File: config.mk
export PLATFORM = sky130hd
export DESIGN_NAME = tvtb_merge
export DESIGN_NICKNAME = d
export VERILOG_FILES = /design/src/design/tvtb_pkg.sv /design/src/design/tvtb_merge.sv
export SDC_FILE = /design/constraint.sdc
export NUM_CORES = 1
export LEC_CHECK = 0
export ABC_AREA = 1
export BUFFER_PORTS_ARGS = -buffer_cell sky130_fd_sc_hd__buf_2
export CORE_ASPECT_RATIO = 1.2
export CORE_MARGIN = 3
export CORE_UTILIZATION = 50
export CTS_BUF_LIST = sky130_fd_sc_hd__clkbuf_4
export DETAILED_ROUTE_END_ITERATION = 8
export PLACE_DENSITY = 0.83
export SLEW_MARGIN = 30
export SYNTH_ARGS = -nofsm -noshare
export SYNTH_HDL_FRONTEND = slang
export SYNTH_SLANG_ARGS = --single-unit
File: constraint.sdc
create_clock -name clk -period 5.6 [get_ports clk]
set_input_delay 1.12 -clock clk [delete_from_list [all_inputs] [get_ports clk]]
set_output_delay 1.12 -clock clk [all_outputs]
set_load 0.02 [all_outputs]
File: src/design/tvtb_pkg.sv
// Shared types, constants and sine table builder for the triangle transform core.
`default_nettype none

package tvtb_pkg;

  localparam int COORD_BITS_DEF = 16;

  localparam int SCALE_W = 16;
  localparam int ANGLE_W = 9;
  localparam int OFS_W   = 12;
  localparam int SURF_W  = 13;
  localparam int TRIG_W  = 16;
  localparam int CFG_AW  = 2;
  localparam int CFG_DW  = 13;

  // pipeline depth: trig/input, 6 lane stages, 2 merge stages
  localparam int NSTAGE     = 9;
  localparam int LANE_FIRST = 0;
  localparam int MERGE_MIN  = 7;
  localparam int MERGE_OUT  = 8;

  localparam logic [OFS_W-1:0]  OFFSET_X_RST = OFS_W'(1024 / 2);
  localparam logic [OFS_W-1:0]  OFFSET_Y_RST = OFS_W'(768 / 2);
  localparam logic [SURF_W-1:0] SURF_W_RST   = SURF_W'(1024);
  localparam logic [SURF_W-1:0] SURF_H_RST   = SURF_W'(768);

  localparam logic [ANGLE_W-1:0] DEG_FULL    = ANGLE_W'(360);
  localparam logic [ANGLE_W-1:0] DEG_HALF    = ANGLE_W'(180);
  localparam logic [ANGLE_W-1:0] DEG_QUARTER = ANGLE_W'(90);
  localparam logic [ANGLE_W-1:0] DEG_3Q      = ANGLE_W'(270);

  typedef enum logic [CFG_AW-1:0] {
    REG_OFFSET_X = 2'd0,
    REG_OFFSET_Y = 2'd1,
    REG_SURF_W   = 2'd2,
    REG_SURF_H   = 2'd3
  } cfg_reg_t;

  typedef logic [NSTAGE-1:0] stage_en_t;

  typedef struct packed {
    logic [OFS_W-1:0]  offset_x;
    logic [OFS_W-1:0]  offset_y;
    logic [SURF_W-1:0] surf_w;
    logic [SURF_W-1:0] surf_h;
  } cfg_t;

  typedef logic [14:0] sin_tab_t [0:90];

  typedef struct packed {
    logic [6:0] idx;
    logic       neg;
  } quad_t;

  localparam logic [63:0] PI_Q30 = 64'd3373259426;
  localparam logic [63:0] SER_DIV [1:8] = '{64'd6, 64'd20, 64'd42, 64'd72,
                                            64'd110, 64'd156, 64'd210, 64'd272};

  // sine of d degrees (0..90) in Q1.14 by a fixed-point series
  function automatic logic [14:0] sin_q1_calc(input int unsigned d);
    logic [63:0]        x;
    logic [63:0]        x2;
    logic [63:0]        term;
    logic signed [63:0] sum;
    logic [63:0]        rnd;
    x = (PI_Q30 * 64'(d)) / 64'd180;
    x2 = (x * x) >> 30;
    term = x;
    sum = signed'(x);
    for (int k = 1; k <= 8; k++) begin
      term = ((term * x2) >> 30) / SER_DIV[k];
      if (k % 2 == 1) begin
        sum = sum - signed'(term);
      end else begin
        sum = sum + signed'(term);
      end
    end
    if (sum < 0) begin
      sum = '0;
    end
    rnd = ((unsigned'(sum) << 14) + (64'd1 << 29)) >> 30;
    return rnd[14:0];
  endfunction

  function automatic sin_tab_t build_sin_tab();
    sin_tab_t t;
    for (int d = 0; d <= 90; d++) begin
      t[d] = sin_q1_calc(d);
    end
    return t;
  endfunction

  // fold an angle in 0..359 onto the first quadrant
  function automatic quad_t fold_angle(input logic [ANGLE_W-1:0] d);
    quad_t q;
    logic [ANGLE_W-1:0] r;
    if (d <= DEG_QUARTER) begin
      r = d;
      q.neg = 1'b0;
    end else if (d <= DEG_HALF) begin
      r = DEG_HALF - d;
      q.neg = 1'b0;
    end else if (d <= DEG_3Q) begin
      r = d - DEG_HALF;
      q.neg = 1'b1;
    end else begin
      r = DEG_FULL - d;
      q.neg = 1'b1;
    end
    q.idx = r[6:0];
    return q;
  endfunction

endpackage

`default_nettype wire

File: src/design/tvtb_merge.sv
// Merges the three lanes: bounding box and combined inside flag.
`default_nettype none

module tvtb_merge #(
  parameter int CB = tvtb_pkg::COORD_BITS_DEF
) (
  input  wire logic                  clk,
  input  wire tvtb_pkg::stage_en_t   en,
  input  wire logic signed [CB-1:0]  vx [3],
  input  wire logic signed [CB-1:0]  vy [3],
  input  wire logic [2:0]            vin,
  output logic signed [CB-1:0]       sx_r [3],
  output logic signed [CB-1:0]       sy_r [3],
  output logic signed [CB-1:0]       left_r,
  output logic signed [CB-1:0]       top_r,
  output logic [CB-1:0]              width_r,
  output logic [CB-1:0]              height_r,
  output logic                       inside_r
);

  logic signed [CB-1:0] vx7_r [3];
  logic signed [CB-1:0] vy7_r [3];
  logic signed [CB-1:0] minx7_r, maxx7_r, miny7_r, maxy7_r;
  logic                 in7_r;

  logic signed [CB-1:0] mnx01, mxx01, mny01, mxy01;
  logic signed [CB-1:0] mnx, mxx, mny, mxy;
  logic [CB-1:0]        wdt, hgt;

  always_comb begin
    mnx01 = (vx[1] < vx[0]) ? vx[1] : vx[0];
    mxx01 = (vx[1] > vx[0]) ? vx[1] : vx[0];
    mny01 = (vy[1] < vy[0]) ? vy[1] : vy[0];
    mxy01 = (vy[1] > vy[0]) ? vy[1] : vy[0];
    mnx   = (vx[2] < mnx01) ? vx[2] : mnx01;
    mxx   = (vx[2] > mxx01) ? vx[2] : mxx01;
    mny   = (vy[2] < mny01) ? vy[2] : mny01;
    mxy   = (vy[2] > mxy01) ? vy[2] : mxy01;
    wdt   = maxx7_r - minx7_r;
    hgt   = maxy7_r - miny7_r;
  end

  always_ff @(posedge clk) begin
    if (en[tvtb_pkg::MERGE_MIN]) begin
      vx7_r   <= vx;
      vy7_r   <= vy;
      minx7_r <= mnx;
      maxx7_r <= mxx;
      miny7_r <= mny;
      maxy7_r <= mxy;
      in7_r   <= &vin;
    end
    if (en[tvtb_pkg::MERGE_OUT]) begin
      sx_r     <= vx7_r;
      sy_r     <= vy7_r;
      left_r   <= minx7_r;
      top_r    <= miny7_r;
      width_r  <= wdt;
      height_r <= hgt;
      inside_r <= in7_r;
    end
  end

endmodule

`default_nettype wire

Word level (Yosys, flattened, before mapping)
Cells that the tools add are included.
- bits of input ports: 109
- output and inout port bits: 161
- bits in registers: 322
- word-level logic and storage cells: 41
- order comparisons: 8
- $add $sub $neg: 2
- reduce and logical (&&, ||, !) cells: 1
- multiplexer cells: 8
- operators by type and width (operator ; number):
    16-bit two-way mux ; 8
    16-bit greater-than comparator ; 4
    16-bit < comparator ; 4
    16-bit subtractor ; 2
    3-bit AND reduction ; 1

Depth between registers and ports, before layout
Gate-level depths: netlist of the first run.
- depth after elaboration: 4
- mapped depth: 33
- gate-level depth less buffers: 31

Worst setup path after synthesis of the first run
OpenSTA, ideal clock, no wires.
- kind: input port to flip-flop
- start point: input vy[47] (netlist bit)
- end point: register maxy7_r[10] (data pin)
- buffers on the path: 3
- library setup time: 265 ps
- data arrival time: 4139 ps
- required time: 5335 ps
- stages: 26
- path slack: 1197 ps
- path through: inv_1 -> ha_1 -> nand2_2 -> nor2_2 -> nand2_2 -> nor2_4 -> nand2_2 -> nand3_2 -> nand2_2 -> nand2_2 -> inv_2 -> buf_2 -> o21ai_2 -> buf_2 -> nand2_1 -> o21ai_1 -> ha_1 -> a21oi_1 -> nor2_1 -> a211oi_1 -> o221a_2 -> a21o_1 -> nand3_1 -> inv_1 -> clkbuf_1 -> o21ai_1
- longest elaborated chain between the ends: 4
- RTL lines (what ; line ; source):
    start: declaration ; tvtb_merge.sv:10 ; input wire logic signed [CB-1:0] vy [3],
    16-bit greater-than comparator ; tvtb_merge.sv:34 ; mxy01 = (vy[1] > vy[0]) ? vy[1] : vy[0];
    16-bit two-way mux (*) ; tvtb_merge.sv:34 ;
    16-bit greater-than comparator ; tvtb_merge.sv:38 ; mxy = (vy[2] > mxy01) ? vy[2] : mxy01;
    16-bit two-way mux (*) ; tvtb_merge.sv:38 ;
    named net mxy[10] ; tvtb_merge.sv:27 ; logic signed [CB-1:0] mnx, mxx, mny, mxy;
    end signal: assignment ; tvtb_merge.sv:50 ; maxy7_r <= mxy;
    end: declaration ; tvtb_merge.sv:23 ; logic signed [CB-1:0] minx7_r, maxx7_r, miny7_r, maxy7_r;
The timed path passes the listed nets; every way through them passes the cells marked *.
A chain may end at the register's enable or synchronous reset.

Final worst setup path of the first run
- start point: input vy[47] (netlist bit)
- end point: register miny7_r[2] (data pin)
- longest elaborated chain between the ends: 4
- RTL lines (what ; line ; source):
    16-bit < comparator ; tvtb_merge.sv:33 ; mny01 = (vy[1] < vy[0]) ? vy[1] : vy[0];
    16-bit two-way mux (*) ; tvtb_merge.sv:33 ;
    16-bit < comparator ; tvtb_merge.sv:37 ; mny = (vy[2] < mny01) ? vy[2] : mny01;
    16-bit two-way mux (*) ; tvtb_merge.sv:37 ;
    named net mny[2] ; tvtb_merge.sv:27 ;
    end signal: assignment ; tvtb_merge.sv:49 ; miny7_r <= mny;
    end: declaration ; tvtb_merge.sv:23 ;
Marked as above.

==> run metrics, run 1 <==
hold path cells 0; Total GRT Usage 0.2034; worst r2r src minx7_r[0]$_DFFE_PP_; Post-synth EDFFs 322; area share of the largest cell type after synthesis 0.6344; row count 69; Critical Path Max Stage Delay 0.50 ns; final setup violating endpoints 0; Seq/Total Area, Yosys 0.6344; wire per inst 16.39 um; arrival time at the worst endpoint 5.04 ns; Critical Path RT 5.99 ns; die width 165.4 um; DRT antenna net count 0; Crit. End Element flop; Resized cells post-CTS 0; Fillers 2394; PortBufs 262; GPL Wtd Cong 0.9037; clock latency at the later pin of the worst-skew pair 0.67 ns; Mapped Area 15240 um2; max-slew violations 0; Die Span Y 197.3 um; Final HPWL DP 25.33 mm; flop-to-flop setup slack 2.50 ns; total number of vias 10.36k; CTS tree done; maximum fanout along the worst path 28; vias in the first global route 10.53k; total power 7118 uW; largest cells by area after synthesis edfxtp_1, ha_1, nand2_1, inv_1, o21ai_1; post-synthesis net count 1470; total of max-cap violations 0; status finished, final reports clean; area grow syn2layout 17.81%; share of cells above drive strength 1 0.2850; Syn Inst Count 1235; RR Endpoint width_r[14]$_DFFE_PP_; Avg Synthesized Cell Area 12.34 um2; clock root cell clkbuf_4; Crit Path Class in2reg; skew final 0.04859 ns; crit share post-route 0.8300; RSZ-0062 raised after global routing no; CP Buf/Inv Count 6; Die ar. 32620 um2; Clock transition at path regs 0.07 ns; grt total ovfl 0; CP delay by family, top simple AND/OR/NAND/NOR gates; worst hold margin 0.3991 ns; peak supply drop 0.2452 mV; Least-Margin Pin Slew 0.9103 ns; post-CTS setup buffer count 0; Netlist cell types 45; final hold vios 0; Core Box Area 29870 um2; Placed Cells 1875; antenna violations before repair 2; DRC violation total after the first TritonRoute iteration 676; Pre-antenna DRT Iters 5; Hold EP sy_r[6]$_DFFE_PP_; Synth Flop Type edfxtp_1; Clock Tree Buf Depth 3; DRC Markers 0; Async SR Flop Fraction 0; Via density 5.146; initial core utilization 0.5102; Hold Path Class reg2reg; number of CTS-inserted buffers 77; first-pass GRT wire length 51.50 mm; cell taking the most area after synthesis edfxtp_1; Post-layout nets 1799; WL final 33.00 mm; fmax 0.2152 GHz; hold path startpoint vy7_r[6]$_DFFE_PP_; largest net degree at the start of global routing 100; number of H-tree levels 3; # hold bufs at CTS 0; r2r worst-path depth 11; Yosys reg bits 322; slew margin rel. 0.3931; CP cell instances buf_2, inv_1, ha_1, nand2_2, nor2_2, inv_1, a21oi_1, nor2_1, nand3_2, nand2_2, nand2_2, inv_2, buf_4, o21ai_0, inv_1, ha_1, a21oi_1, o21ai_0, a21oi_1, nand3_2, nand3_1, nand2_1; CP max stage cell nand3_2; Top Ports 270; Non-Filler Instances 2013; Leak 0.008032 uW; # clock sinks 322; Synth warnings 0; minimum clock period 4.648 ns; startpoint types primary input; pwr dens 396.4 nW/um2; Setup TNS 0 ns
## power by group
group          internal [uW]  switching [uW]
registers               3160             121
logic                    696            1290
clock network            968             873
## registers in the layout (all words and copies together), names as in the netlist
| signal | count |
|---|---|
| height_r | 16 |
| in7_r | 1 |
| inside_r | 1 |
| left_r | 16 |
| maxx7_r | 16 |
| maxy7_r | 16 |
| minx7_r | 16 |
| miny7_r | 16 |
| sx_r | 48 |
| sy_r | 48 |
| top_r | 16 |
| vx7_r | 48 |
| vy7_r | 48 |
| width_r | 16 |
## placed cells by master, fill, tap and decap left out, types with 18 or more instances in the layout
cell      count
inv_1       158
o21ai_1      75
xor2_1       20
nand3_2      34
nor2_1       18
buf_2       260
o21ai_0      40
edfxtp_1    322
nand3_1      48
nand2_1     217
a21oi_1      61
clkbuf_4    112
ha_1        124
## worst register-to-register path: stages (launching register included)
cell,delay [ns]
edfxtp_1,0.39
ha_1,0.25
fa_1,0.41
inv_1,0.08
a31oi_1,0.16
o21ai_1,0.39
a21o_1,0.21
a21oi_1,0.10
o21ai_1,0.24
a21oi_1,0.10
o21ai_0,0.36
xor2_1,0.11
## final cells by class
type                    instances  area, um2  share of cell area
diodes                          2      5.005           0.0002787
clock buffers                 112      840.8             0.04683
clock inverters                24      122.6            0.006829
inverters                     162      608.1             0.03387
multi-input cells             726       4801              0.2674
flip-flops and latches        322       9669              0.5385
well taps                     390      488.0             0.02718
repair buffers                275       1421             0.07916
## layer usage
layer  share of wire  global-route usage
met1            0.36              0.2091
met2            0.53              0.3775
met3           0.079             0.06376
met4           0.031             0.08444
met5         0.00033                   0
## synthesized netlist by cell type (9+ instances only)
master and number:
edfxtp_1 322, nand2_1 217, inv_1 158, ha_1 124
o21ai_1 75, a21oi_1 61, nand3_1 48, o21ai_0 40
nand3_2 34, xor2_1 20, nor2_1 18, nand4_1 11
xnor2_1 10, buf_2 9, clkbuf_1 9, nand2_2 9
## through the flow
stage            util  worst slack [ns]  cell area, um2
4_1_cts        0.6007             1.058           17940
5_1_grt        0.6011            0.7531           17960
3_5_place_dp   0.5684            0.3267           16980
6_report       0.6011            0.9522           17960
3_3_place_gp   0.5684            0.4616           16980
2_1_floorplan       -             1.197           15240
## worst max path at each step
stage	cells past startpoint	slack, ns	start	to
floorplan	26	1.20	vy[47]	maxy7_r[10]$_DFFE_PP_
global placement	22	0.46	vy[47]	miny7_r[0]$_DFFE_PP_
detailed placement	22	0.33	vy[47]	miny7_r[0]$_DFFE_PP_
CTS	22	1.06	vy[47]	miny7_r[2]$_DFFE_PP_
global route	22	0.75	vy[47]	miny7_r[15]$_DFFE_PP_
finish	22	0.95	vy[47]	miny7_r[2]$_DFFE_PP_
## cell families (layout without fill, tap and decap cells)
family / count (synthesis) / in the layout / synth area share
adder cells (fa/ha/maj): 126 / 126 / 0.1044
buffers and inverters: 187 / 573 / 0.05106
AO/OA/AOI/OAI: 206 / 206 / 0.07323
flip-flops: 322 / 322 / 0.6344
AND/OR/NAND/NOR: 364 / 364 / 0.1196
other: 0 / 2 / 0
XOR/XNOR: 30 / 30 / 0.01724
(Power assumes the default switching activity.)
==> inputs of run 2 (changes only) <==
--- a/config.mk
+++ b/config.mk
@@ -5,7 +5,7 @@
 export SDC_FILE = /design/constraint.sdc
 export NUM_CORES = 1
 export LEC_CHECK = 0
-export ABC_AREA = 1
+export ABC_AREA = 0
 export BUFFER_PORTS_ARGS = -buffer_cell sky130_fd_sc_hd__buf_2
 export CORE_ASPECT_RATIO = 1.2
 export CORE_MARGIN = 3
==> constraint.sdc (replaced) <==
create_clock -name clk -period 4.6 [get_ports clk]
set_input_delay 0.92 -clock clk [delete_from_list [all_inputs] [get_ports clk]]
set_output_delay 0.92 -clock clk [all_outputs]
set_load 0.02 [all_outputs]
==> run 2 against run 1 <==
Net effect: register-to-register slack got worse by 1.5 ns; utilization rose by 6.2 points; non-clock buffer count rose by 163; sequential share of layout area fell by 3.9 points; via count rose by 0.82%; area after synthesis fell by 1.4%; routed wire length rose by 11%; cell area rose by 7.8%; die area fell by 1.4%; combinational power rose by 26%; critical endpoint is now maxy7_r[1]$_DFFE_PP_.
==> run metrics, run 2 <==
status finished, final reports clean; slew margin rel. 0.4073; Clock transition at path regs 0.07 ns; peak supply drop 0.3032 mV; share of cells above drive strength 1 0.3862; Async SR Flop Fraction 0; hold path startpoint vx7_r[34]$_DFFE_PP_; clock root cell clkbuf_4; Top Ports 270; Via density 5.298; arrival time at the worst endpoint 5.08 ns; CTS tree done; fmax 0.2184 GHz; Avg Synthesized Cell Area 14.80 um2; Post-layout nets 1757; antenna violations before repair 6; flop-to-flop setup slack 0.99 ns; power share of the clock group 0.259; cell taking the most area after synthesis edfxtp_1; clock latency at the later pin of the worst-skew pair 0.69 ns; Clock Tree Buf Depth 3; Critical Path RT 5.10 ns; RR Endpoint height_r[15]$_DFFE_PP_; Post-synth EDFFs 322; commonest cells in the netlist edfxtp_1, ha_1, inv_1, mux2i_1, a21oi_1; Syn Inst Count 1015; Crit. End Element flop; Netlist cell types 57; DRC Markers 0; largest net degree at the start of global routing 103; maximum fanout along the worst path 6; max-slew violations 0; Leak 0.008634 uW; Mapped Area 15030 um2; Combinational Power Share 0.291; area grow syn2layout 28.83%; Pre-antenna DRT Iters 5; first-pass GRT wire length 55.80 mm; final setup violating endpoints 0; Final HPWL DP 27.29 mm; pwr dens 445.2 nW/um2; total of max-cap violations 0; Switching Fraction 0.3077; area share of the largest cell type after synthesis 0.6435; most used standard cell by instance count after synthesis edfxtp_1; vias in the first global route 10.87k; share of power burned in registers 0.450; initial core utilization 0.5149; final core utilization 0.6633; Crit Path Class in2reg; startpoint types primary input; worst r2r src miny7_r[1]$_DFFE_PP_; # hold bufs at CTS 0; NetSw 2652 uW; WL final 36.68 mm; hold path cells 0; Least-Margin Pin Slew 0.8891 ns; Seq/Total Area, Yosys 0.6435; number of CTS-inserted buffers 79; crit share post-route 0.9954; DRT antenna net count 0; most frequent cells in the layout edfxtp_1, buf_2, buf_4, ha_1, clkbuf_4; DRC violation total after the first TritonRoute iteration 696; die width 164.3 um; total internal power 5965 uW; Yosys reg bits 322; Core Box Area 29180 um2; worst hold margin 0.4079 ns; row count 68; total number of vias 10.44k; Synth Flop Type edfxtp_1; number of H-tree levels 3; PortBufs 262; # clock sinks 322; Hold Path Class reg2reg; largest cells by area after synthesis edfxtp_1, ha_1, mux2i_1, inv_1, a21oi_1; Hold EP sx_r[34]$_DFFE_PP_; r2r worst-path depth 10; final hold vios 0; Die ar. 32180 um2; GPL Wtd Cong 0.9101; wire per inst 18.61 um; most common cell after layout, fill and taps aside edfxtp_1; Die Span Y 195.9 um; minimum clock period 4.579 ns; skew final 0.03365 ns; Total GRT Usage 0.2239; Synth warnings 0; post-synthesis net count 1250; grt total ovfl 0
[run 2: cell families (layout without fill, tap and decap cells)]
group / Yosys count / in the layout / share of synthesized area
AOI/OAI and AO/OA: 159 / 160 / 0.07003
other: 0 / 4 / 0
muxes: 113 / 113 / 0.07586
xor gates and xnor gates: 27 / 27 / 0.01624
DFF: 322 / 322 / 0.6435
buffers and inverters: 122 / 688 / 0.03447
adders and majority gates: 126 / 126 / 0.1059
and+or+nand+nor: 146 / 146 / 0.05396
[run 2: how the worst max path moves through the flow]
stage	end	from	cells past startpoint
floorplan	maxy7_r[10]$_DFFE_PP_	vy[21]	19
global placement	maxy7_r[14]$_DFFE_PP_	vy[42]	20
detailed placement	minx7_r[3]$_DFFE_PP_	vx[44]	20
finish	maxy7_r[1]$_DFFE_PP_	vy[42]	21
global route	maxy7_r[1]$_DFFE_PP_	vy[42]	23
CTS	minx7_r[3]$_DFFE_PP_	vx[44]	20
[run 2: what timing repair did]
item / CTS / global route
resized for setup: 0 / 22
endpoints found under the setup margin: 0 / 64
endpoints found under the hold margin: 0 / 0
setup buffers: 0 / 5
[run 2: power by group through the flow]
stage	clock network, uW	logic (uW)	registers, uW
3_3_place_gp	0	2310	3930
5_1_grt	2460	2710	3910
4_1_cts	2310	2420	3890
2_1_floorplan	0	1230	4180
6_report	2230	2500	3880
3_5_place_dp	0	2410	3940
[run 2: metal layers]
metal  global-route usage  vias to the layer above  routed length, um  part of all wire
met4              0.08712                        4               1039             0.028
li1                     -                     4933                  -                 -
met1               0.2882                     5059              15180              0.41
met2               0.3708                      371              18100              0.49
met3              0.04836                       76               2342             0.064
met5                    0                        -                 22           0.00060
[run 2: cell type report]
type	instances	area (um2)
inverter	109	431.7
antenna	4	10.01
tap	385	481.7
sequential	322	9669
clock inverter	30	122.6
multi-input combinational	572	5056
timing repair buffer	438	2753
fill	2073	9826
clock buffer	111	833.3
[run 2: critical path, stage by stage]
cell and delay, ns:
buf_2 0.13, inv_6 0.04, ha_4 0.22, a21o_1 0.18
a21oi_2 0.14, o21bai_1 0.13, a211o_1 0.32, or3_4 0.40
a21oi_4 0.25, buf_4 0.21, mux2i_1 0.35, ha_1 0.32
o21a_1 0.11, o21a_1 0.16, o211ai_1 0.16, a21o_1 0.17
a21oi_1 0.08, o211ai_1 0.20, buf_4 0.16, buf_4 0.17
mux2i_1 0.25
[run 2: stage by stage]
stage	setup TNS (ns)	instances	setup WS (ns)	instance area, um2	power (uW)
after CTS	0	1960	0.01278	19170	8616
after floorplan	-13.45	1015	-0.4838	15210	5403
after global placement	-34.39	1819	-0.6277	18220	6238
after global routing	-0.02966	1971	-0.02734	19360	9090
final	0	1971	0.02112	19360	8617
after detailed placement	-38.77	1819	-0.7181	18220	6350
