**src/design/tvtb_pkg.sv**
```systemverilog
// Shared types, constants and sine table builder for the triangle transform core.
`default_nettype none

package tvtb_pkg;

  localparam int COORD_BITS_DEF = 16;

  localparam int SCALE_W = 16;
  localparam int ANGLE_W = 9;
  localparam int OFS_W   = 12;
  localparam int SURF_W  = 13;
  localparam int TRIG_W  = 16;
  localparam int CFG_AW  = 2;
  localparam int CFG_DW  = 13;

  // pipeline depth: trig/input, 6 lane stages, 2 merge stages
  localparam int NSTAGE     = 9;
  localparam int LANE_FIRST = 0;
  localparam int MERGE_MIN  = 7;
  localparam int MERGE_OUT  = 8;

  localparam logic [OFS_W-1:0]  OFFSET_X_RST = OFS_W'(1024 / 2);
  localparam logic [OFS_W-1:0]  OFFSET_Y_RST = OFS_W'(768 / 2);
  localparam logic [SURF_W-1:0] SURF_W_RST   = SURF_W'(1024);
  localparam logic [SURF_W-1:0] SURF_H_RST   = SURF_W'(768);

  localparam logic [ANGLE_W-1:0] DEG_FULL    = ANGLE_W'(360);
  localparam logic [ANGLE_W-1:0] DEG_HALF    = ANGLE_W'(180);
  localparam logic [ANGLE_W-1:0] DEG_QUARTER = ANGLE_W'(90);
  localparam logic [ANGLE_W-1:0] DEG_3Q      = ANGLE_W'(270);

  typedef enum logic [CFG_AW-1:0] {
    REG_OFFSET_X = 2'd0,
    REG_OFFSET_Y = 2'd1,
    REG_SURF_W   = 2'd2,
    REG_SURF_H   = 2'd3
  } cfg_reg_t;

  typedef logic [NSTAGE-1:0] stage_en_t;

  typedef struct packed {
    logic [OFS_W-1:0]  offset_x;
    logic [OFS_W-1:0]  offset_y;
    logic [SURF_W-1:0] surf_w;
    logic [SURF_W-1:0] surf_h;
  } cfg_t;

  typedef logic [14:0] sin_tab_t [0:90];

  typedef struct packed {
    logic [6:0] idx;
    logic       neg;
  } quad_t;

  localparam logic [63:0] PI_Q30 = 64'd3373259426;
  localparam logic [63:0] SER_DIV [1:8] = '{64'd6, 64'd20, 64'd42, 64'd72,
                                            64'd110, 64'd156, 64'd210, 64'd272};

  // sine of d degrees (0..90) in Q1.14 by a fixed-point series
  function automatic logic [14:0] sin_q1_calc(input int unsigned d);
    logic [63:0]        x;
    logic [63:0]        x2;
    logic [63:0]        term;
    logic signed [63:0] sum;
    logic [63:0]        rnd;
    x = (PI_Q30 * 64'(d)) / 64'd180;
    x2 = (x * x) >> 30;
    term = x;
    sum = signed'(x);
    for (int k = 1; k <= 8; k++) begin
      term = ((term * x2) >> 30) / SER_DIV[k];
      if (k % 2 == 1) begin
        sum = sum - signed'(term);
      end else begin
        sum = sum + signed'(term);
      end
    end
    if (sum < 0) begin
      sum = '0;
    end
    rnd = ((unsigned'(sum) << 14) + (64'd1 << 29)) >> 30;
    return rnd[14:0];
  endfunction

  function automatic sin_tab_t build_sin_tab();
    sin_tab_t t;
    for (int d = 0; d <= 90; d++) begin
      t[d] = sin_q1_calc(d);
    end
    return t;
  endfunction

  // fold an angle in 0..359 onto the first quadrant
  function automatic quad_t fold_angle(input logic [ANGLE_W-1:0] d);
    quad_t q;
    logic [ANGLE_W-1:0] r;
    if (d <= DEG_QUARTER) begin
      r = d;
      q.neg = 1'b0;
    end else if (d <= DEG_HALF) begin
      r = DEG_HALF - d;
      q.neg = 1'b0;
    end else if (d <= DEG_3Q) begin
      r = d - DEG_HALF;
      q.neg = 1'b1;
    end else begin
      r = DEG_FULL - d;
      q.neg = 1'b1;
    end
    q.idx = r[6:0];
    return q;
  endfunction

endpackage

`default_nettype wire

```
**src/design/tvtb_trig.sv**
```systemverilog
// Angle reduction and sine/cosine table lookup, one registered stage.
`default_nettype none

module tvtb_trig (
  input  wire logic                              clk,
  input  wire logic                              en,
  input  wire logic [tvtb_pkg::ANGLE_W-1:0]      angle,
  output logic signed [tvtb_pkg::TRIG_W-1:0]     sin_r,
  output logic signed [tvtb_pkg::TRIG_W-1:0]     cos_r
);

  localparam tvtb_pkg::sin_tab_t SIN_TAB = tvtb_pkg::build_sin_tab();

  logic [tvtb_pkg::ANGLE_W-1:0]         ang_m;
  logic [tvtb_pkg::ANGLE_W-1:0]         ang_c;
  logic [tvtb_pkg::ANGLE_W-1:0]         ang_c90;
  tvtb_pkg::quad_t                      qs;
  tvtb_pkg::quad_t                      qc;
  logic signed [tvtb_pkg::TRIG_W-1:0]   sin_nxt;
  logic signed [tvtb_pkg::TRIG_W-1:0]   cos_nxt;
  logic signed [tvtb_pkg::TRIG_W-1:0]   sin_mag;
  logic signed [tvtb_pkg::TRIG_W-1:0]   cos_mag;

  always_comb begin
    ang_m   = (angle >= tvtb_pkg::DEG_FULL) ? angle - tvtb_pkg::DEG_FULL : angle;
    ang_c90 = ang_m + tvtb_pkg::DEG_QUARTER;
    ang_c   = (ang_c90 >= tvtb_pkg::DEG_FULL) ? ang_c90 - tvtb_pkg::DEG_FULL : ang_c90;
    qs      = tvtb_pkg::fold_angle(ang_m);
    qc      = tvtb_pkg::fold_angle(ang_c);
    sin_mag = $signed({1'b0, SIN_TAB[qs.idx]});
    cos_mag = $signed({1'b0, SIN_TAB[qc.idx]});
    sin_nxt = qs.neg ? -sin_mag : sin_mag;
    cos_nxt = qc.neg ? -cos_mag : cos_mag;
  end

  always_ff @(posedge clk) begin
    if (en) begin
      sin_r <= sin_nxt;
      cos_r <= cos_nxt;
    end
  end

endmodule

`default_nettype wire

```
**config.mk**
```make
export PLATFORM = sky130hd
export DESIGN_NAME = tvtb_trig
export DESIGN_NICKNAME = d
export VERILOG_FILES = /design/src/design/tvtb_pkg.sv /design/src/design/tvtb_trig.sv
export SDC_FILE = /design/constraint.sdc
export NUM_CORES = 1
export LEC_CHECK = 0
export BUFFER_PORTS_ARGS = -buffer_cell sky130_fd_sc_hd__buf_2
export CAP_MARGIN = 5
export CELL_PAD_IN_SITES_DETAIL_PLACEMENT = 0
export CELL_PAD_IN_SITES_GLOBAL_PLACEMENT = 2
export CORE_ASPECT_RATIO = 0.5
export CORE_MARGIN = 3
export CORE_UTILIZATION = 25
export DETAILED_ROUTE_END_ITERATION = 8
export PLACE_DENSITY_LB_ADDON = 0.1
export SLEW_MARGIN = 30
export SYNTH_ARGS = -nofsm -noshare
export SYNTH_HDL_FRONTEND = slang
export SYNTH_SLANG_ARGS = --single-unit
```
**constraint.sdc**
```tcl
create_clock -name clk -period 17.1 [get_ports clk]
set_input_delay 2.565 -clock clk [delete_from_list [all_inputs] [get_ports clk]]
set_output_delay 2.565 -clock clk [all_outputs]
set_load 0.03 [all_outputs]
```
; Word-level counts from Yosys, hierarchy flattened
; Memories as Yosys holds them, arrays and structs flattened.
; Index checks and enable logic that the tools add are counted.
[word_totals]
mem_count = 2
input_bits = 11
mem_bits_ro = 3840
register_bits = 32
[op_classes]
bitwise_logic = 2
n_lt_le_gt_ge = 10
mux = 18
add_sub_neg = 11
[memory_table]
columns = name, depth, word_bits, read_ports, rd_clocked_by_memory_dff, write_ports, line
row1 = (no name shown), 128, 15, 1, 0, 0, tvtb_trig.sv:31  ; cos_mag = $signed({1'b0, SIN_TAB[qc.idx]});
row2 = (no name shown), 128, 15, 1, 0, 0, tvtb_trig.sv:30  ; sin_mag = $signed({1'b0, SIN_TAB[qs.idx]});
[op_table]
columns = cell, n
row1 = 15-bit 2-to-1 mux, 6
row2 = 7-bit 2-to-1 mux, 6
row3 = 15-bit negation with 16-bit output, 2
row4 = "9-bit greater-or-equal comparator, second input constant", 2
row5 = "9-bit by 7-bit less-or-equal comparator with 1-bit output, second input constant", 2
row6 = "9-bit by 8-bit less-or-equal comparator with 1-bit output, second input constant", 2
row7 = "9-bit less-or-equal comparator, second input constant", 2
row8 = 9-bit 2-to-1 mux, 2
row9 = "9-bit subtractor, second input constant", 2
row10 = "8-bit greater-or-equal comparator, second input constant", 2
row11 = 7-bit inverter with 8-bit output, 2
row12 = "6-bit by 7-bit subtractor with 7-bit output, first input constant", 2
row13 = "7-bit by 6-bit subtractor with 7-bit output, second input constant", 2
row14 = "7-bit subtractor, first input constant", 2
row15 = "9-bit by 7-bit adder with 9-bit output, second input constant", 1
row16 = 1-bit 2-to-1 mux, 4

; Logic depth before layout (Yosys ltp)
; Gate-level depths: netlist (run 1).
[depth]
word_depth = 15
depth_mapped = 39

; Worst setup path after synthesis (run 1)
; Ideal clock, no wire load.
[synth_path]
kind = input to register
start = input angle[3] (netlist bit)
end = register cos_r[13] (netlist bit) (data pin)
setup_slack_ns = 6.930
t_arrival_ns = 9.908
cell_stages = 33
required_ns = 16.837
path_buffers = 6
path_cell_list = buf_6 -> clkbuf_1 -> inv_1 -> ha_1 -> nand4b_1 -> nand3_1 -> o21a_1 -> clkbuf_1 -> ha_1 -> nand2_1 -> nand4b_1 -> o2bb2ai_1 -> a21o_1 -> ha_1 -> or4_1 -> and3_1 -> o32ai_1 -> o21bai_1 -> buf_2 -> a211oi_1 -> mux2i_1 -> clkbuf_1 -> ha_1 -> clkbuf_1 -> inv_1 -> nor4_1 -> mux2_2 -> a211oi_1 -> o32ai_2 -> o311ai_1 -> nor4_2 -> a41oi_1 -> xor2_1
[synth_between]
elab_chain_cells = 15
word_cells_on_any_way = 24
[synth_rtl]
columns = element, line
row1 = from (decl), tvtb_trig.sv:7  ; input wire logic [tvtb_pkg::ANGLE_W-1:0] angle,
row2 = 9-bit subtractor or 9-bit greater-or-equal comparator (tied branches), tvtb_trig.sv:25  ; ang_m = (angle >= tvtb_pkg::DEG_FULL) ? angle - tvtb_pkg::DEG_FULL : angle;
row3 = 9-bit 2-to-1 mux *, tvtb_trig.sv:25
row4 = 9-bit by 7-bit adder with 9-bit output *, tvtb_trig.sv:26  ; ang_c90 = ang_m + tvtb_pkg::DEG_QUARTER;
row5 = 9-bit subtractor or 9-bit greater-or-equal comparator (tied branches), tvtb_trig.sv:27  ; ang_c = (ang_c90 >= tvtb_pkg::DEG_FULL) ? ang_c90 - tvtb_pkg::DEG_FULL : ang_c90;
row6 = 9-bit 2-to-1 mux *, tvtb_trig.sv:27
row7 = 9-bit less-or-equal comparator (tied with other cells), tvtb_pkg.sv:103  ; end else if (d <= DEG_3Q) begin
row8 = 7-bit 2-to-1 mux, tvtb_pkg.sv:103
row9 = 7-bit 2-to-1 mux, tvtb_pkg.sv:100  ; end else if (d <= DEG_HALF) begin
row10 = 7-bit 2-to-1 mux, tvtb_pkg.sv:97  ; if (d <= DEG_QUARTER) begin
row11 = 7-bit inverter with 8-bit output (implied by the code), tvtb_trig.sv:31
row12 = memory 128 x 15 bit, --
row13 = 15-bit 2-to-1 mux (implied by the code) (2 in a row), tvtb_trig.sv:31
row14 = 15-bit negation with 16-bit output, tvtb_trig.sv:33  ; cos_nxt = qc.neg ? -cos_mag : cos_mag;
row15 = 15-bit 2-to-1 mux *, tvtb_trig.sv:33
row16 = via cos_nxt (one bit), tvtb_trig.sv:20  ; logic signed [tvtb_pkg::TRIG_W-1:0] cos_nxt;
row17 = to (signal assigned), tvtb_trig.sv:39  ; cos_r <= cos_nxt;
row18 = to (decl), tvtb_trig.sv:9  ; output logic signed [tvtb_pkg::TRIG_W-1:0] cos_r
; Mark *: on every way through the listed nets, which the timed path passes. The rest lies on a longest branch. The select of a mux whose other input is x is not followed.
; A chain may end at the register's enable or synchronous reset.

; Worst setup path after layout (run 1)
; Same ends and word-level chain as after synthesis.

==> results of run 1 <==
## worst paths after layout
kind,from,end
max,angle[3],cos_r[13]$_DFFE_PP_
min,en,sin_r[12]$_DFFE_PP_
## power breakdown
part           leakage (nW)  switching, mW  internal [mW]
Clock                0.0789         0.0305         0.0676
Sequential            0.313        0.00916          0.146
Combinational          2.52          0.807          0.388
Total                  2.92          0.846          0.601
## per-layer routing
metal,vias up,part of all wire (%),routed length [um]
li1,3962,-,-
met3,40,5.9,1870
met4,0,1.8,571
met5,-,0,0
met1,4185,48,15500
met2,365,44,14100
## state kept, by name, indices dropped and copies added (netlist names)
name   flops
sin_r     16
cos_r     16
## critical path, delay by kind of cell
kind                     cells  cell delay (ns)
AO/OA/AOI/OAI               10             2.38
XOR/XNOR                     1             0.21
adder cells (fa/ha/maj)      4             1.28
buffers and inverters        4             0.79
multiplexers                 3             1.04
AND/OR/NAND/NOR              8             2.81
## cell families after synthesis
group / Yosys count / synth area share, %
AOI/OAI and AO/OA: 421 / 40.2
and+or+nand+nor: 331 / 22.3
buffers and inverters: 123 / 7.54
xor gates and xnor gates: 39 / 4.63
adders and majority gates: 37 / 6.23
muxes: 33 / 6.35
DFF: 32 / 12.7
## metrics by stage
step | worst slack, ns | hold WS [ns] | instances | area (um^2)
after global placement | 5.92 | 3.04 | 1383 | 8040
final | 6.02 | 2.90 | 1391 | 8210
after CTS | 6.10 | 2.90 | 1391 | 8210
after detailed placement | 5.84 | 3.05 | 1383 | 8040
after global routing | 5.39 | 2.93 | 1391 | 8210
after floorplan | 6.93 | 2.68 | 1016 | 7550
## final cells by class
| cell class | instances | area (um^2) | area share, % |
|---|---|---|---|
| repair buffers | 68 | 405 | 4.94 |
| flip-flops and latches | 32 | 961 | 11.7 |
| clock inverters | 3 | 37.5 | 0.457 |
| clock buffers | 5 | 125 | 1.52 |
| inverters | 31 | 116 | 1.42 |
| well taps | 391 | 489 | 5.96 |
| multi-input cells | 861 | 6080 | 74.0 |
## layout by cell type, fill, tap and decap left out, drive strengths merged, types with 10 or more instances in the layout
master  netlist  final
a211oi       31     31
a21oi        91     91
a221oi       13     13
a311oi       12     12
a31oi        20     20
and2         13     13
and3         10     10
buf          38     68
edfxtp       32     32
ha           36     36
inv          30     30
mux2i        13     13
mux4         11     11
nand2        85     85
nand3        39     39
nand4        16     16
nor2         84     84
nor3         34     34
nor4         10     10
o211ai       28     28
o21a         11     11
o21ai        72     72
o221ai       13     13
o31ai        18     18
xnor2        28     28
xor2         11     11
==> run metrics, run 1 <==
drt wl/cell=23.0 um; GR Util met3=1.54%; Root Buffer=clkbuf_16; VDD IR-drop max=0.0702 mV; power per cell area=176 nW/um^2; GR Overflow Total=0; Leak Pwr=2.92 nW; Post-Syn Area=7550 um^2; CTS tree=done; Max clock buf depth=2; Crit path arrival time=11.10 ns; top cells by count, synth=91 x a21oi_1, 84 x nand2_1, 84 x nor2_1, 67 x o21ai_0, 54 x clkbuf_1; Die X=252 um; Post-DP HPWL=23,000 um; GR Util met2=30.1%; die area=32,400 um^2; syn nets=1,064; count leader, synth=a21oi_1; Cells after Synth=1,016; Slew Viols, Final=0; H-Tree Depth=2; Nets=1,047; sum of negative setup slack=0 ns; final cycle utilization of the critical path=64.8%; ANT cells=0; post-synth cell types=97; Worst-Margin Slew=0.914 ns; initial antenna violation count=0; Crit Path Max Fanout=18; met1 usage in global routing=28.5%; Seq/Total Area, Yosys=12.7%; core footprint=29,300 um^2; DR vias/cell=6.15; Final GP Congestion=0.815; # fillers=3,263; final core utilization=28.0%; num rows=44; Die Y=129 um; DRT Pass-1 Iters=6; status=finished clean; Critical Path Max Stage Delay=0.66 ns; ys async rst share=0%; 1st-iter DRT viols=934; ANT nets after route=0; slew margin rel.=38.8%; GRT Overall Usage=19.1%; Area Overhead vs Synth=8.84%; fmax=0.0902 GHz; Starting Density=25.7%; cts hold-fix bufs=0; Clock Pin Slew Worst Setup and Hold Paths=0.05 ns; # setup viols final=0; Most Frequent Cell on Critical Path=ha_1; fin crit period=11.08 ns; Hold Path Class=primary input to flip-flop; Synth Register Bits=32; post-synth top area share=12.7%; postcts setup bufs=0; GRT busiest layer=met2; critical path startpoint category=primary input; Max Cap Viol=0; largest net degree at the start of global routing=49; Final Hold Viols=0; crit path kind=primary input to flip-flop; Crit. End Element=flip-flop; hold path cells=1; DR DRC count=0; mean post-synth cell area=7.43 um^2; Crit-path slowest cell=nor4_1; top cells by area, synth=edfxtp_1 13%, a21oi_1 6.0%, ha_1 6.0%; Ys Warns=0; CTS Buf Count=5; RSZ-0062 raised after global routing=false; post-CTS resize count=0; I/O pins=43; area leader, netlist=edfxtp_1; PortBufs=42; DR vias=8,552; first-pass GRT wire length=49,500 um; ratio of cells with drive above 1 in the final layout=14.7%; main flop type after synthesis=edfxtp_1; drt total wl=32,000 um; vias in the first global route=7,775; Total Power Consumption=1.45 mW; critical path data required time=17.12 ns; EDFF count, synth=32; clock sink count=32
No activity file was read; power rests on OpenSTA's default activity.
==> run 2, diff against run 1 <==
--- a/config.mk
+++ b/config.mk
@@ -5,6 +5,7 @@
 export SDC_FILE = /design/constraint.sdc
 export NUM_CORES = 1
 export LEC_CHECK = 0
+export ABC_AREA = 1
 export BUFFER_PORTS_ARGS = -buffer_cell sky130_fd_sc_hd__buf_2
 export CAP_MARGIN = 5
 export CELL_PAD_IN_SITES_DETAIL_PLACEMENT = 0
==> constraint.sdc (replaced) <==
create_clock -name clk -period 11.55 [get_ports clk]
set_input_delay 1.7325 -clock clk [delete_from_list [all_inputs] [get_ports clk]]
set_output_delay 1.7325 -clock clk [all_outputs]
set_load 0.03 [all_outputs]
==> run metrics, run 2 <==
first-pass GRT wire length=42,300 um (-15%); CTS tree=done; mean post-synth cell area=5.74 um^2 (-23%); fmax=0.119 GHz; Final Hold Viols=0 (unchanged); GRT Overall Usage=18.2% (-0.85 points); slew margin rel.=48.5% (+9.7 points); ANT cells=0 (unchanged); area leader, netlist=nand2_1; GR Util met2=30.0% (about the same); Max clock buf depth=2 (unchanged); Worst-Margin Slew=0.768 ns (-0.146 ns); Starting Density=26.2% (+0.46 points); ANT nets after route=0 (unchanged); Seq/Total Area, Yosys=14.1% (+1.4 points); Synth Register Bits=32 (unchanged); die area=29,300 um^2 (-9.6%); drt wl/cell=17.7 um (-23%); top cells by count, synth=367 x nand2_1, 159 x nand3_1, 108 x inv_1, 108 x nor2_1, 65 x o21ai_0; Crit. End Element=flip-flop; GR Overflow Total=0 (unchanged); status=finished clean; sum of negative setup slack=0 ns (unchanged); Die Y=123 um (-4.9%); GR Util met3=0.965% (-0.57 points); leading cell type in the layout, fill and taps excluded=nand2_1; Slew Viols, Final=0 (unchanged); main flop type after synthesis=edfxtp_1; EDFF count, synth=32 (unchanged); DR vias=7,884 (-7.8%); initial antenna violation count=0 (unchanged); syn nets=1,231 (+16%); vias in the first global route=7,414 (-4.6%); GRT busiest layer=met2; dpl cell area=7220 um^2 (-10%); RSZ-0062 raised after global routing=false; drt total wl=27,200 um (-15%); DR vias/cell=5.13 (-17%); num rows=41 (-6.8%); Final GP Congestion=0.920 (+13%); Largest regs=cos_r: 16 flops, sin_r: 16 flops; cts hold-fix bufs=0 (unchanged); crit path kind=primary input to flip-flop; Crit path arrival time=8.44 ns (-2.66 ns); Die X=239 um (-5.0%); # setup viols final=0 (unchanged); fin crit period=8.40 ns; PortBufs=42 (unchanged); post-CTS resize count=0 (unchanged); DR DRC count=0 (unchanged); Crit-path slowest cell=clkinv_1; most frequent cells in the layout=366 x nand2_1, 159 x nand3_1, 108 x nor2_1, 108 x inv_1, 65 x o21ai_0; Leak Pwr=3.66 nW (+26%); ys async rst share=0% (unchanged); met1 usage in global routing=26.0% (-2.5 points); Most Frequent Cell on Critical Path=nand2_1; Ys Warns=0 (unchanged); Nets=1,240 (+18%); core footprint=26,000 um^2 (-12%); VDD IR-drop max=0.0805 mV (+15%); post-synth top area share=20.3% (+7.5 points); DRT Pass-1 Iters=5 (-1); post-route cell area=7380 um^2 (-10%); postcts setup bufs=0 (unchanged); Post-Syn Area=6800 um^2 (-10%); final cycle utilization of the critical path=72.7%; Clock Pin Slew Worst Setup and Hold Paths=0.05 ns (about the same); Max Cap Viol=0 (unchanged); Root Buffer=clkbuf_16; # fillers=3,018 (-7.5%); Crit Path Max Fanout=47 (+29); 1st-iter DRT viols=679 (-27%); Cells after Synth=1,183 (+16%); CTS Buf Count=5 (unchanged); Hold Path Class=primary input to flip-flop; ratio of cells with drive above 1 in the final layout=13.4% (-1.3 points); largest net degree at the start of global routing=48 (-2.0%); post-synth cell types=52 (-46%); count leader, synth=nand2_1; clock sink count=32 (unchanged); Area Overhead vs Synth=8.67%; Critical Path Max Stage Delay=0.75 ns (+0.09 ns); critical path data required time=11.59 ns (-5.53 ns); Post-DP HPWL=21,100 um (-8.2%); critical path startpoint category=primary input; top cells by area, synth=nand2_1 20%, edfxtp_1 14%, nand3_1 12%; I/O pins=43 (unchanged); H-Tree Depth=2 (unchanged); power per cell area=306 nW/um^2 (+73%)
-- run 2: changes by cell type in the layout (fill, tap and decap cells not counted), moves of 20 or more --
cell,delta
nand2_2,+34
buf_4,-20
nor3_1,-24
nor2_1,+25
inv_2,+20
nand2_1,+282
inv_1,+81
a21oi_1,-46
nand3_1,+121
a211oi_1,-28
-- run 2: path summary, 6_finish.rpt --
kind  startpoint                   to  slack, ns  depth (start not counted)
min           en  sin_r[12]$_DFFE_PP_       2.06                          1
max     angle[0]  sin_r[12]$_DFFE_PP_       3.15                         34
-- run 2: routing by layer --
layer	share of wire (%)	up-vias
met3	4.0	43
met1	49	3678
met4	2.3	0
li1	-	3898
met2	45	265
met5	0	-
-- run 2: layout make-up --
class / count / area [um^2] / area share [%]
Clock inverter: 2 / 35.0 / 0.474
Inverter: 136 / 515 / 6.98
Sequential cell: 32 / 961 / 13.0
Multi-Input combinational cell: 969 / 5060 / 68.5
Tap cell: 344 / 430 / 5.83
Timing Repair Buffer: 48 / 255 / 3.46
Clock buffer: 6 / 129 / 1.75
-- run 2: worst max-delay path, delay by kind of cell --
kind	cells	cell delay (ns)
AND/OR/NAND/NOR	21	3.45
adder cells (fa/ha/maj)	1	0.23
buffers and inverters	7	2.17
AO/OA/AOI/OAI	4	0.63
XOR/XNOR	1	0.15
-- run 2: power breakdown --
part / internal [mW] / leakage (nW) / total (mW) / switching, mW
combinational: 0.514 / 3.27 / 1.87 / 1.36
sequential: 0.223 / 0.313 / 0.238 / 0.0146
clock: 0.101 / 0.0808 / 0.150 / 0.0486
total: 0.839 / 3.66 / 2.26 / 1.42
-- run 2: kinds of logic after synthesis --
group	count (synthesis)	share of synthesized area (%)
flip-flops	32	14.1
AO/OA/AOI/OAI	177	15.2
adder cells (fa/ha/maj)	37	6.92
AND/OR/NAND/NOR	727	48.6
XOR/XNOR	28	3.61
buffers and inverters	182	11.6
-- run 2: metrics by stage --
step	utilization (%)	hold slack [ns]	cells	worst slack [ns]	power [mW]
floorplan	-	1.85	1183	5.07	1.62
global placement	27.8	2.22	1529	2.99	2.15
detailed placement	27.8	2.22	1529	2.93	2.10
CTS	28.4	2.09	1537	3.22	2.26
global route	28.4	2.11	1537	2.55	2.48
finish	28.4	2.06	1537	3.15	2.26
==> run 3, diff against run 2 <==
--- a/config.mk
+++ b/config.mk
@@ -5,7 +5,7 @@
 export SDC_FILE = /design/constraint.sdc
 export NUM_CORES = 1
 export LEC_CHECK = 0
-export ABC_AREA = 1
+export ABC_AREA = 0
 export BUFFER_PORTS_ARGS = -buffer_cell sky130_fd_sc_hd__buf_2
 export CAP_MARGIN = 5
 export CELL_PAD_IN_SITES_DETAIL_PLACEMENT = 0
==> constraint.sdc (replaced) <==
create_clock -name clk -period 8.1 [get_ports clk]
set_input_delay 1.215 -clock clk [delete_from_list [all_inputs] [get_ports clk]]
set_output_delay 1.215 -clock clk [all_outputs]
set_load 0.03 [all_outputs]
==> run metrics, run 3 (same netlist as run 1, synthesis figures left out) <==
VDD IR-drop max=0.129 mV (+60%); ANT cells=0 (unchanged); core footprint=29,300 um^2 (+13%); Hold Path Class=primary input to flip-flop; leading cell type in the layout, fill and taps excluded=buf_4; Max Cap Viol=0 (unchanged); final cycle utilization of the critical path=95.9%; I/O pins=43 (unchanged); CP Launch Point=angle[3]; Buf/Inv on CP=3 (-4); die area=32,400 um^2 (+11%); clock sink count=32 (unchanged); drt total wl=33,100 um (+22%); Worst path top cell family by delay=simple AND/OR/NAND/NOR gates; Final Hold Viols=0 (unchanged); Post-DP HPWL=24,700 um (+17%); Nets=1,120 (-9.7%); most frequent cells in the layout=93 x buf_4, 89 x a21oi_1, 84 x nand2_1; ANT nets after route=0 (unchanged); hold path startpoint=en; 1st-iter DRT viols=1,034 (+52%); Crit Path Max Fanout=7 (-85%); first-pass GRT wire length=51,400 um (+21%); GRT Overall Usage=19.8% (+1.6 points); Crit-path slowest cell=or4_1; Crit path arrival time=7.87 ns (-0.57 ns); # setup viols final=0 (unchanged); CTS tree=done; Worst-Margin Slew=0.985 ns (+0.217 ns); crit path kind=primary input to flip-flop; DR DRC count=0 (unchanged); H-Tree Depth=2 (unchanged); DR vias/cell=6.06 (+18%); largest net degree at the start of global routing=48 (unchanged); Critical Path Max Stage Delay=0.63 ns (-0.12 ns); num rows=44 (+7.3%); ratio of cells with drive above 1 in the final layout=22.6% (+9.2 points); Cell Count, Final, Fillers Out=1,464 (-4.7%); Largest regs=cos_r: 16 flops, sin_r: 16 flops; Final GP Congestion=0.883 (-4.0%); PortBufs=42 (unchanged); Die Y=129 um (+5.1%); Area Overhead vs Synth=18.4%; dpl cells=1,452 (-5.0%); DR vias=8,870 (+13%); DRT Pass-1 Iters=5 (unchanged); Clock Pin Slew Worst Setup and Hold Paths=0.06 ns (about the same); slew margin rel.=33.5% (-15 points); Total Power Consumption=3.33 mW (+47%); GR Overflow Total=0 (unchanged); drt wl/cell=22.6 um (+28%); Slew Viols, Final=0 (unchanged); fmax=0.129 GHz; critical path startpoint category=primary input; Die X=252 um (+5.3%); critical path data required time=8.20 ns (-3.39 ns); fin crit period=7.77 ns; Max clock buf depth=2 (unchanged); # fillers=3,132 (+3.8%); hold_ws=1.55 ns (-0.510 ns); vias in the first global route=8,383 (+13%); Root Buffer=clkbuf_16; power per cell area=372 nW/um^2 (+22%); Most Frequent Cell on Critical Path=ha_1; Starting Density=25.7% (-0.46 points); Crit. End Element=flip-flop; CTS Buf Count=5 (unchanged); status=finished clean; initial antenna violation count=0 (unchanged); Leak Pwr=3.32 nW (-9.5%)
==> run 3: layout make-up <==
cell class                      count  area (um^2)  share of cell area (%)
Sequential cell                    32          961                    10.8
Timing Repair Buffer              140         1000                    11.2
Clock buffer                        5          125                    1.40
Inverter                           31          119                    1.33
Multi-Input combinational cell    862         6200                    69.3
Clock inverter                      3         42.5                   0.476
Tap cell                          391          489                    5.47
==> run 3: what timing repair did <==
item,in CTS,in global routing
endpoints found under the hold margin,0,0
hold buffers,0,0
buffers inserted,0,2
setup endpoints to repair,0,11
resized for setup,0,16
==> run 3: layer usage <==
layer | vias to the layer above | share of wire [%] | track usage (%)
met5 | - | 0 | 0
met4 | 0 | 2.3 | 5.04
met3 | 55 | 6.5 | 2.02
met2 | 422 | 43 | 30.2
met1 | 4284 | 48 | 29.6
li1 | 4109 | - | -
==> run 3: path summary, 6_finish.rpt <==
check | to | slack, ns | depth (start not counted)
hold / removal | sin_r[9]$_DFFE_PP_ | 1.55 | 1
setup / recovery | cos_r[14]$_DFFE_PP_ | 0.33 | 28
==> run 3: power breakdown <==
part | internal (mW) | leakage, nW | total, mW | switching [mW]
clock | 0.144 | 0.0798 | 0.212 | 0.0673
sequential | 0.309 | 0.313 | 0.330 | 0.0213
combinational | 1.00 | 2.92 | 2.79 | 1.78
==> run 3: metrics by stage <==
step	setup slack, ns	area [um^2]	setup TNS (ns)	utilization (%)
4_1_cts	0.212	8820	0	30.1
5_1_grt	-0.00405	8940	-0.00405	30.5
3_3_place_gp	0.0518	8640	0	29.5
2_1_floorplan	0.00388	7600	0	-
6_report	0.330	8940	0	30.5
3_5_place_dp	-0.0398	8650	-0.0452	29.5
